## src/fpps_pkg.sv

```systemverilog
package fpps_pkg;

    typedef enum logic [1:0] {
        PH_MAIN = 2'd0,
        PH_GAP  = 2'd1,
        PH_AUX  = 2'd2,
        PH_OFF  = 2'd3
    } t_phase;

    typedef enum logic [1:0] {
        REG_OFF  = 2'd0,
        REG_MAIN = 2'd1,
        REG_GAP  = 2'd2,
        REG_AUX  = 2'd3
    } t_reg_idx;

    localparam int unsigned CFG_W = 16;

    localparam logic [15:0] RST_OFF_TICKS  = 16'd200;
    localparam logic [7:0]  RST_MAIN_TICKS = 8'd50;
    localparam logic [7:0]  RST_GAP_TICKS  = 8'd20;
    localparam logic [7:0]  RST_AUX_TICKS  = 8'd12;

    typedef struct packed {
        logic             we;
        t_reg_idx         idx;
        logic [CFG_W-1:0] data;
    } t_cfg_wr;

    typedef struct packed {
        logic   main_pulse;
        logic   aux_pulse;
        t_phase phase;
    } t_result;

endpackage

```

## src/fpps_core.sv

```systemverilog
module fpps_core
    import fpps_pkg::*;
(
    input  logic    i_clk,
    input  logic    i_rst_n,
    input  logic    i_step,
    input  t_cfg_wr i_cfg,
    output t_result o_result
);

    logic [15:0] r_off_lim;
    logic [7:0]  r_main_lim;
    logic [7:0]  r_gap_lim;
    logic [7:0]  r_aux_lim;

    t_phase      r_phase,      n_phase;
    logic [8:0]  r_main_count, n_main_count;
    logic [8:0]  r_gap_count,  n_gap_count;
    logic [8:0]  r_aux_count,  n_aux_count;
    logic [16:0] r_off_count,  n_off_count;
    logic        r_main_level, n_main_level;
    logic        r_aux_level,  n_aux_level;

    logic        advance;
    logic [8:0]  main_inc;
    logic [8:0]  gap_inc;
    logic [8:0]  aux_inc;
    logic [16:0] off_inc;

    assign main_inc = r_main_count + 9'd1;
    assign gap_inc  = r_gap_count + 9'd1;
    assign aux_inc  = r_aux_count + 9'd1;
    assign off_inc  = r_off_count + 17'd1;

    // next state: advance the counter of the current phase, end the phase past its limit
    always_comb begin
        n_phase      = r_phase;
        n_main_count = r_main_count;
        n_gap_count  = r_gap_count;
        n_aux_count  = r_aux_count;
        n_off_count  = r_off_count;
        advance      = 1'b0;
        if (i_step) begin
            case (r_phase)
                PH_MAIN: begin
                    if (main_inc > {1'b0, r_main_lim}) begin
                        n_main_count = '0;
                        n_phase      = PH_GAP;
                        advance      = 1'b1;
                    end else begin
                        n_main_count = main_inc;
                    end
                end
                PH_GAP: begin
                    if (gap_inc > {1'b0, r_gap_lim}) begin
                        n_gap_count = '0;
                        n_phase     = PH_AUX;
                        advance     = 1'b1;
                    end else begin
                        n_gap_count = gap_inc;
                    end
                end
                PH_AUX: begin
                    if (aux_inc > {1'b0, r_aux_lim}) begin
                        n_aux_count = '0;
                        n_phase     = PH_OFF;
                        advance     = 1'b1;
                    end else begin
                        n_aux_count = aux_inc;
                    end
                end
                default: begin
                    if (off_inc > {1'b0, r_off_lim}) begin
                        n_off_count = '0;
                        n_phase     = PH_MAIN;
                        advance     = 1'b1;
                    end else begin
                        n_off_count = off_inc;
                    end
                end
            endcase
        end
        // a duration write drops that phase's count
        if (i_cfg.we) begin
            case (i_cfg.idx)
                REG_OFF:  n_off_count  = '0;
                REG_MAIN: n_main_count = '0;
                REG_GAP:  n_gap_count  = '0;
                REG_AUX:  n_aux_count  = '0;
                default:  ;
            endcase
        end
    end

    // output levels change only on a phase change
    always_comb begin
        n_main_level = r_main_level;
        n_aux_level  = r_aux_level;
        if (advance) begin
            n_main_level = (n_phase == PH_MAIN);
            n_aux_level  = (n_phase == PH_AUX);
        end
    end

    always_ff @(posedge i_clk) begin
        if (!i_rst_n) begin
            r_off_lim    <= RST_OFF_TICKS;
            r_main_lim   <= RST_MAIN_TICKS;
            r_gap_lim    <= RST_GAP_TICKS;
            r_aux_lim    <= RST_AUX_TICKS;
            r_phase      <= PH_OFF;
            r_main_count <= '0;
            r_gap_count  <= '0;
            r_aux_count  <= '0;
            r_off_count  <= '0;
            r_main_level <= 1'b0;
            r_aux_level  <= 1'b0;
        end else begin
            if (i_cfg.we) begin
                case (i_cfg.idx)
                    REG_OFF:  r_off_lim  <= i_cfg.data;
                    REG_MAIN: r_main_lim <= i_cfg.data[7:0];
                    REG_GAP:  r_gap_lim  <= i_cfg.data[7:0];
                    REG_AUX:  r_aux_lim  <= i_cfg.data[7:0];
                    default:  ;
                endcase
            end
            r_phase      <= n_phase;
            r_main_count <= n_main_count;
            r_gap_count  <= n_gap_count;
            r_aux_count  <= n_aux_count;
            r_off_count  <= n_off_count;
            r_main_level <= n_main_level;
            r_aux_level  <= n_aux_level;
        end
    end

    assign o_result.main_pulse = n_main_level;
    assign o_result.aux_pulse  = n_aux_level;
    assign o_result.phase      = n_phase;

    a_main_in_phase: assert property (@(posedge i_clk) disable iff (!i_rst_n)
        r_main_level |-> (r_phase == PH_MAIN))
        else $error("main pulse high outside main phase");

    a_aux_in_phase: assert property (@(posedge i_clk) disable iff (!i_rst_n)
        r_aux_level |-> (r_phase == PH_AUX))
        else $error("aux pulse high outside aux phase");

    a_phase_hold: assert property (@(posedge i_clk) disable iff (!i_rst_n)
        !i_step |=> $stable(r_phase))
        else $error("phase moved without a tick");

    a_main_clear: assert property (@(posedge i_clk) disable iff (!i_rst_n)
        (i_cfg.we && i_cfg.idx == REG_MAIN) |=> (r_main_count == 9'd0))
        else $error("main count not cleared by register write");

endmodule

```

## src/four_phase_pulse_sequencer.sv

```systemverilog
// Each result is registered in the result register, or the skid register on a stall.
// Throughput: one word per cycle while o_stall is low; the update is one increment and
// compare. A two-entry output stage (result register plus skid register) keeps input
// flowing while one result waits; o_stall rises only when both entries are full.
// Reset (i_rst_n low at a clock edge): off phase, all counters zero, both pulses low,
// durations 200/50/20/12 for off/main/gap/aux, output stage empty.
module four_phase_pulse_sequencer
    import fpps_pkg::*;
(
    input  logic             i_clk,
    input  logic             i_rst_n,
    input  logic             i_valid,
    output logic             o_stall,
    input  logic             i_tick,
    output logic             o_valid,
    input  logic             i_stall,
    output logic             o_main_pulse,
    output logic             o_aux_pulse,
    output logic [1:0]       o_phase,
    input  logic             i_cfg_we,
    input  logic [1:0]       i_cfg_index,
    input  logic [CFG_W-1:0] i_cfg_data
);

    t_cfg_wr cfg;
    t_result result;
    t_result r_out;
    t_result r_skid;
    logic    r_out_valid;
    logic    r_skid_valid;
    logic    in_acc;
    logic    out_free;

    assign cfg.we   = i_cfg_we;
    assign cfg.idx  = t_reg_idx'(i_cfg_index);
    assign cfg.data = i_cfg_data;

    assign o_stall  = r_skid_valid;
    assign in_acc   = i_valid && !r_skid_valid;
    assign out_free = !r_out_valid || !i_stall;

    fpps_core u_core (
        .i_clk    (i_clk),
        .i_rst_n  (i_rst_n),
        .i_step   (in_acc && i_tick),
        .i_cfg    (cfg),
        .o_result (result)
    );

    always_ff @(posedge i_clk) begin
        if (!i_rst_n) begin
            r_out_valid  <= 1'b0;
            r_skid_valid <= 1'b0;
        end else if (out_free) begin
            // refill from the skid word first, else from the new word
            r_out_valid  <= r_skid_valid || in_acc;
            r_skid_valid <= 1'b0;
        end else if (in_acc) begin
            r_skid_valid <= 1'b1;
        end
    end

    always_ff @(posedge i_clk) begin
        if (out_free) begin
            if (r_skid_valid) begin
                r_out <= r_skid;
            end else if (in_acc) begin
                r_out <= result;
            end
        end else if (in_acc) begin
            r_skid <= result;
        end
    end

    assign o_valid      = r_out_valid;
    assign o_main_pulse = r_out.main_pulse;
    assign o_aux_pulse  = r_out.aux_pulse;
    assign o_phase      = r_out.phase;

    a_skid_behind_out: assert property (@(posedge i_clk) disable iff (!i_rst_n)
        r_skid_valid |-> r_out_valid)
        else $error("skid word held with output register empty");

    a_stalled_kept: assert property (@(posedge i_clk) disable iff (!i_rst_n)
        (r_out_valid && i_stall) |=> r_out_valid)
        else $error("stalled result word lost");

    a_empty_load: assert property (@(posedge i_clk) disable iff (!i_rst_n)
        (in_acc && !r_out_valid) |=> (r_out_valid && !r_skid_valid))
        else $error("word into empty stage not placed in output register");

endmodule

```

## config.mk

```make
export PLATFORM = sky130hd
export DESIGN_NAME = four_phase_pulse_sequencer
export DESIGN_NICKNAME = d
export VERILOG_FILES = /design/src/fpps_pkg.sv /design/src/fpps_core.sv /design/src/four_phase_pulse_sequencer.sv
export SDC_FILE = /design/constraint.sdc
export NUM_CORES = 1
export LEC_CHECK = 0
export BUFFER_PORTS_ARGS = -buffer_cell sky130_fd_sc_hd__buf_2
export CAP_MARGIN = 5
export CORE_AREA = 2 2 97 99
export DETAILED_ROUTE_END_ITERATION = 7
export DIE_AREA = 0 0 99 101
export PLACE_DENSITY_LB_ADDON = 0.12
export SYNTH_ARGS = -nofsm -noshare
export SYNTH_HDL_FRONTEND = slang
export SYNTH_SLANG_ARGS = --single-unit
export TNS_END_PERCENT = 30
```

## constraint.sdc

```tcl
create_clock -name i_clk -period 7.4 [get_ports i_clk]
set_input_delay 0.37 -clock i_clk [delete_from_list [all_inputs] [get_ports i_clk]]
set_output_delay 0.37 -clock i_clk [all_outputs]
set_load 0.03 [all_outputs]
```

### After elaboration in Yosys (flattened, before gate mapping)

Index checks and enable logic that the tools add are counted.

* add/subtract/negate cells: 4
* order comparisons: 4
* equal/unequal tests: 6
* muxes and demuxes: 36
* bitwise logic cells: 2
* reduce and logical (&&, ||, !) cells: 19

Operators by type and width (count)
* $mux W9: 15
* $mux W17: 5
* $add A9 B1 Y9 const B: 3
* $gt A9 B8 Y1: 3
* $add A17 B1 Y17 const B: 1
* $gt A17 B16 Y1: 1
* $reduce_and A2 Y1: 6
* $mux W2: 5
* $eq A2 B2 Y1 const B: 4
* $mux W4: 2
* $mux W1: 7
* $logic_not A2 Y1: 3
* $pmux W2 S3: 1
* $eq A2 B1 Y1 const B: 2
* $logic_not A1 Y1: 3
* $pmux W1 S3: 1
* $reduce_or A3 Y1: 1
* $logic_and A1 B1 Y1: 2
* $logic_or A1 B1 Y1: 2
* $not A1 Y1: 2
* $reduce_bool A2 Y1: 1
* $reduce_or A2 Y1: 1

* flip-flop bits (word level): 98
* output and inout bits: 6
* word-level logic and storage cells: 90

### Depth between registers and ports, before layout

* word-level depth: 9
* depth in mapped cells: 14

### By module

From an unflattened synthesis, not the netlist that was laid out.

* cells, all modules: 690
* area, all modules: 5576.6 µm²

Modules (own cells, without submodules)
* fpps_core: times used 1, cells an instance 668, area each 5173.7 µm²
* four_phase_pulse_sequencer: times used 1, cells an instance 22, area each 402.9 µm²

### Worst setup path after synthesis

Ideal clock, no wire load.

* kind: register to register
* from: reg u_core.r_off_count[0]
* to: reg r_out, in the netlist o_main_pulse (data pin)
* library setup time: 0.259 ns
* arrival time: 2.989 ns
* setup slack: 4.152 ns
* cell stages (with the launch flop): 15
* path through: dfxtp_1 > ha_1 > nand3_4 > nor2_1 > nand2_1 > nor2_1 > xor2_1 > ha_1 > nand4_1 > nor3_1 > a221o_1 > o21a_1 > o21a_1 > buf_2 > o31a_1

* longest elaborated chain between the ends: 9
* elaborated cells between the ends (all ways): 12
* those cells by class: add/sub (1); order compare (1); mux (9); reduce/logical (1)

Ends and longest elaborated chain
* start: declaration: line fpps_core.sv:20 `logic [16:0] r_off_count, n_off_count;`
* start signal: assignment: line fpps_core.sv:132 `r_off_count <= n_off_count;`
* $add A17 B1 Y17 *: line fpps_core.sv:33 `assign off_inc = r_off_count + 17'd1;`
* $gt A17 B16 Y1 *: line fpps_core.sv:73 `if (off_inc > {1'b0, r_off_lim}) begin`
* $mux W2: line fpps_core.sv:73
* $pmux W2 S3: line fpps_core.sv:44 `case (r_phase)`
* $mux W2: line fpps_core.sv:43 `if (i_step) begin`
* $logic_not A2 Y1: line fpps_core.sv:100 `n_main_level = (n_phase == PH_MAIN);`
* $mux W1 *: line fpps_core.sv:99 `if (advance) begin`
* $mux W4 *: line four_phase_pulse_sequencer.sv:67 `end else if (in_acc) begin`
* $mux W4 *: line four_phase_pulse_sequencer.sv:65 `if (r_skid_valid) begin`
* end signal: assignment: line four_phase_pulse_sequencer.sv:66 `r_out <= r_skid;`
* end signal: assignment: line four_phase_pulse_sequencer.sv:68 `r_out <= result;`
* end: declaration: line four_phase_pulse_sequencer.sv:27 `t_result r_out;`

Mark *: on every way between the ends. The rest lies on a longest branch, timed or not. The select of a mux whose other input is x is not followed.
A chain may end at the register's enable or synchronous reset.

### Worst setup path in the final report

* from: reg u_core.r_off_count[0]
* to: reg u_core.r_off_count[0]

* longest elaborated chain between the ends: 7

Ends and longest elaborated chain
* $add A17 B1 Y17: line fpps_core.sv:33
* $gt A17 B16 Y1: line fpps_core.sv:73
* $mux W17: line fpps_core.sv:73
* $mux W17: line fpps_core.sv:44
* $mux W17 *: line fpps_core.sv:43
* $mux W17: line fpps_core.sv:85 `case (i_cfg.idx)`
* $mux W17 *: line fpps_core.sv:84 `if (i_cfg.we) begin`

Mark *: on every way between the ends. The rest lies on a longest branch, timed or not.

==> impl_metrics.tcl <==
set metrics [dict create \
    cp.required_ps 7680 \
    clkLatencyLatePin_ps 370 \
    cts_tree "yes" \
    p_leak_nw 2.385 \
    layout.nets 767 \
    routabilityCongestion 0.8769 \
    numCtsBuffers 9 \
    syn_area_per_cell_sq_um 8.321 \
    min_period_over_period_pct 48.68 \
    global_route.usage.total_pct 25.60 \
    outcome "finished, final reports clean" \
    drtIter0Drc 232 \
    crit_arrival_ps 3890 \
    portBuffers 29 \
    hpwlAfterDp_mm 8.979 \
    startpoint_type "register" \
    ir_drop_v 0.00009453 \
    cts-htree-levels 3 \
    synth-edff-count 8 \
    reg2regPathDepth 13 \
    setup_tns_ps 0 \
    synthArstFlopShare_pct 0 \
    vias 4755 \
    post_cts_buffers 0 \
    yosysUniqueCellTypes 60 \
    grt_pass1_wl_mm 20.96 \
    ant_nets 0 \
    maxCapViolations 0 \
    rr_startpoint "u_core.r_off_count[0]$_SDFF_PN0_" \
    finalSetupViolations 0 \
    pin_count 30 \
    antenna_found_initial 0 \
    wl_per_cell_um 14.97 \
    hold_path_class "input pin to register" \
    r2r_slack_ps 3800 \
    dieArea_sq_um 9999 \
    drive_above_1_share_pct 11.79 \
    finClkSkew_ps 12.16 \
    die_y_um 101 \
    min_period_ps 3602 \
    syn_to_final_growth_pct 6.423 \
    cts-resized-gates 0 \
    cts-root-buf "clkbuf_8" \
    grt_max_degree 53 \
    crit_end "u_core.r_off_count[0]$_SDFF_PN0_" \
    cts.path.max_buffers 2 \
    grt_overflow_total 0 \
    drt_first_pass_iters 4 \
    syn_inst 686 \
    via_per_inst 5.834 \
    grt_pass1_vias 4590 \
    synth.net_count 754 \
    fin_area_sq_um 6075 \
    synth_seq_cells 98 \
    synth_area_sq_um 5708 \
    ys_warn_count 0 \
    max_slew.worst_pin.slew_ps 1049 \
    criticalPathCategory "register to register" \
    ctsHoldBuffers 0 \
    hold_viol_final 0 \
    p_per_area_nw_per_um2 160.8 \
    fp.dieW_um 99 \
    relSlewSlack_pct 29.76 \
    worstSetupEndpointType "register" \
    rsz0062_at_grt "no" \
    cts_sinks 98 \
    slew_violations 0 \
    drcViolationCount 0 \
    dpl_cell_area_sq_um 5867 \
    ys_seq_area_share_pct 35.77 \
    start_util_pct 63.58 \
    num_rows 35 \
    routed_wl_mm 12.20 \
    timing.rr.end "u_core.r_off_count[0]$_SDFF_PN0_" \
    synth_ff_type "dfxtp_1" \
    startpoint "u_core.r_off_count[0]$_SDFF_PN0_" \
    num_antenna_cells 0 \
    clk_pin_slew_ps 90 \
    max_freq_mhz 277.6 \
    cp_max_fo 8 \
    final_util_pct 67.67 \
    core_sq_um 8977 \
]
## Yosys cell counts (all sizes together), types with 5 or more instances
library cell,instances,area share [%]
nand2,125,8.2
dfxtp,90,32
ha,44,9.6
inv,43,2.8
nor2,36,2.4
a21oi,35,3.1
nand3,31,3.2
a21boi,25,3.3
xnor2,25,4.1
o211ai,21,2.9
o21ai,20,1.8
nand4,18,2.0
clkbuf,17,1.1
xor2,15,2.3
or3,14,1.6
and3,13,1.5
buf,12,1.2
nor3,12,1.2
a31o,8,1.2
edfxtp,8,4.2
or2,8,0.88
and2,7,0.81
nor2b,7,0.77
mux2i,6,1.1
nor3b,5,0.75
## critical path, stage by stage (launching register included)
cell	delay, ps
dfxtp_1	440
ha_1	290
nand3_4	140
nor2_1	300
nand2_1	180
nor2_1	160
xor2_1	210
ha_1	280
nand4_1	130
nor3_1	90
a221o_1	320
o21a_1	210
or3_1	520
o31ai_2	230
## logic make-up after synthesis
group,count (synthesis),share of synthesized area (%)
and+or+nand+nor,291,25.43
AOI/OAI and AO/OA,133,16.16
DFF,98,35.77
buffers and inverters,72,5.151
adders and majority gates,44,9.645
xor gates and xnor gates,40,6.401
muxes,8,1.447
## placed cells by master (no fill, tap or decap), types with 7 or more instances in the layout
cell type,instances
clkbuf_8,10
ha_1,44
xnor2_1,23
nor2_1,36
buf_2,29
o211ai_1,19
a21boi_0,25
nor3_1,11
or3_1,12
a21oi_1,34
inv_1,43
and3_1,10
nor2b_1,7
nand3_1,29
nand4_1,18
nand2_1,125
or2_2,7
xor2_1,15
a31o_2,8
o21ai_0,20
edfxtp_1,8
dfxtp_1,90
## worst min-delay path by stage
stage                                                start                                 to  cells past startpoint  slack [ps]
after CTS                                   i_cfg_data[14]  u_core.r_off_lim[14]$_SDFFE_PN0P_                      3         240
final                                       i_cfg_data[14]  u_core.r_off_lim[14]$_SDFFE_PN0P_                      3         250
after floorplan           u_core.r_aux_lim[1]$_SDFFE_PN0P_   u_core.r_aux_lim[1]$_SDFFE_PN0P_                      2         440
after global placement    u_core.r_aux_lim[7]$_SDFFE_PN0P_   u_core.r_aux_lim[7]$_SDFFE_PN0P_                      2         460
after global routing                        i_cfg_data[15]  u_core.r_off_lim[15]$_SDFFE_PN0P_                      3         250
after detailed placement  u_core.r_off_lim[1]$_SDFFE_PN0P_   u_core.r_off_lim[1]$_SDFFE_PN0P_                      2         460
## routing by layer
metal | track usage [%] | part of all wire, % | wire [um] | vias to the layer above
li1 | - | - | - | 2418
met1 | 33.29 | 47 | 5710 | 2229
met2 | 43.71 | 48 | 5893 | 95
met3 | 3.883 | 3.6 | 441 | 13
met4 | 8.430 | 1.3 | 156 | 0
met5 | 0 | 0 | 0 | -
## cell type report
| class | count | area, sq um |
|---|---|---|
| inverters | 43 | 161.4 |
| flip-flops and latches | 98 | 2042 |
| repair buffers | 31 | 157.7 |
| well taps | 111 | 138.9 |
| multi-input cells | 516 | 3372 |
| clock inverters | 5 | 61.31 |
| clock buffers | 11 | 141.4 |
| fillers | 765 | 2903 |
## per-stage QoR
| step | worst slack (ps) | std cells | power (W) | hold WS [ps] |
|---|---|---|---|---|
| floorplan | 4152 | 686 | 0.0006059 | 443.5 |
| global placement | 3943 | 798 | 0.0006262 | 456.2 |
| detailed placement | 3845 | 798 | 0.0006287 | 461.5 |
| CTS | 3820 | 814 | 0.0009835 | 236.8 |
| global route | 3502 | 815 | 0.001013 | 249.7 |
| finish | 3798 | 815 | 0.0009767 | 247.4 |
## where the power goes
group / switching (W) / internal, W
clock network: 0.000192 / 0.000168
registers: 0.00000503 / 0.000544
logic: 0.0000445 / 0.0000239
## sequential cells by signal (all words and copies together), names as in the netlist
| register | flops |
|---|---|
| o_valid | 1 |
| u_core.r_off_count | 17 |
| u_core.r_main_level | 1 |
| u_core.r_aux_level | 1 |
| o_stall | 1 |
| u_core.r_gap_count | 9 |
| o_aux_pulse | 1 |
| o_main_pulse | 1 |
| u_core.r_aux_lim | 8 |
| u_core.r_main_count | 9 |
| u_core.r_phase | 2 |
| u_core.r_main_lim | 8 |
| u_core.r_aux_count | 9 |
| u_core.r_gap_lim | 8 |
| u_core.r_off_lim | 16 |
| o_phase | 2 |
| r_skid | 4 |
Note: power is estimated with default switching activity, not from simulation.
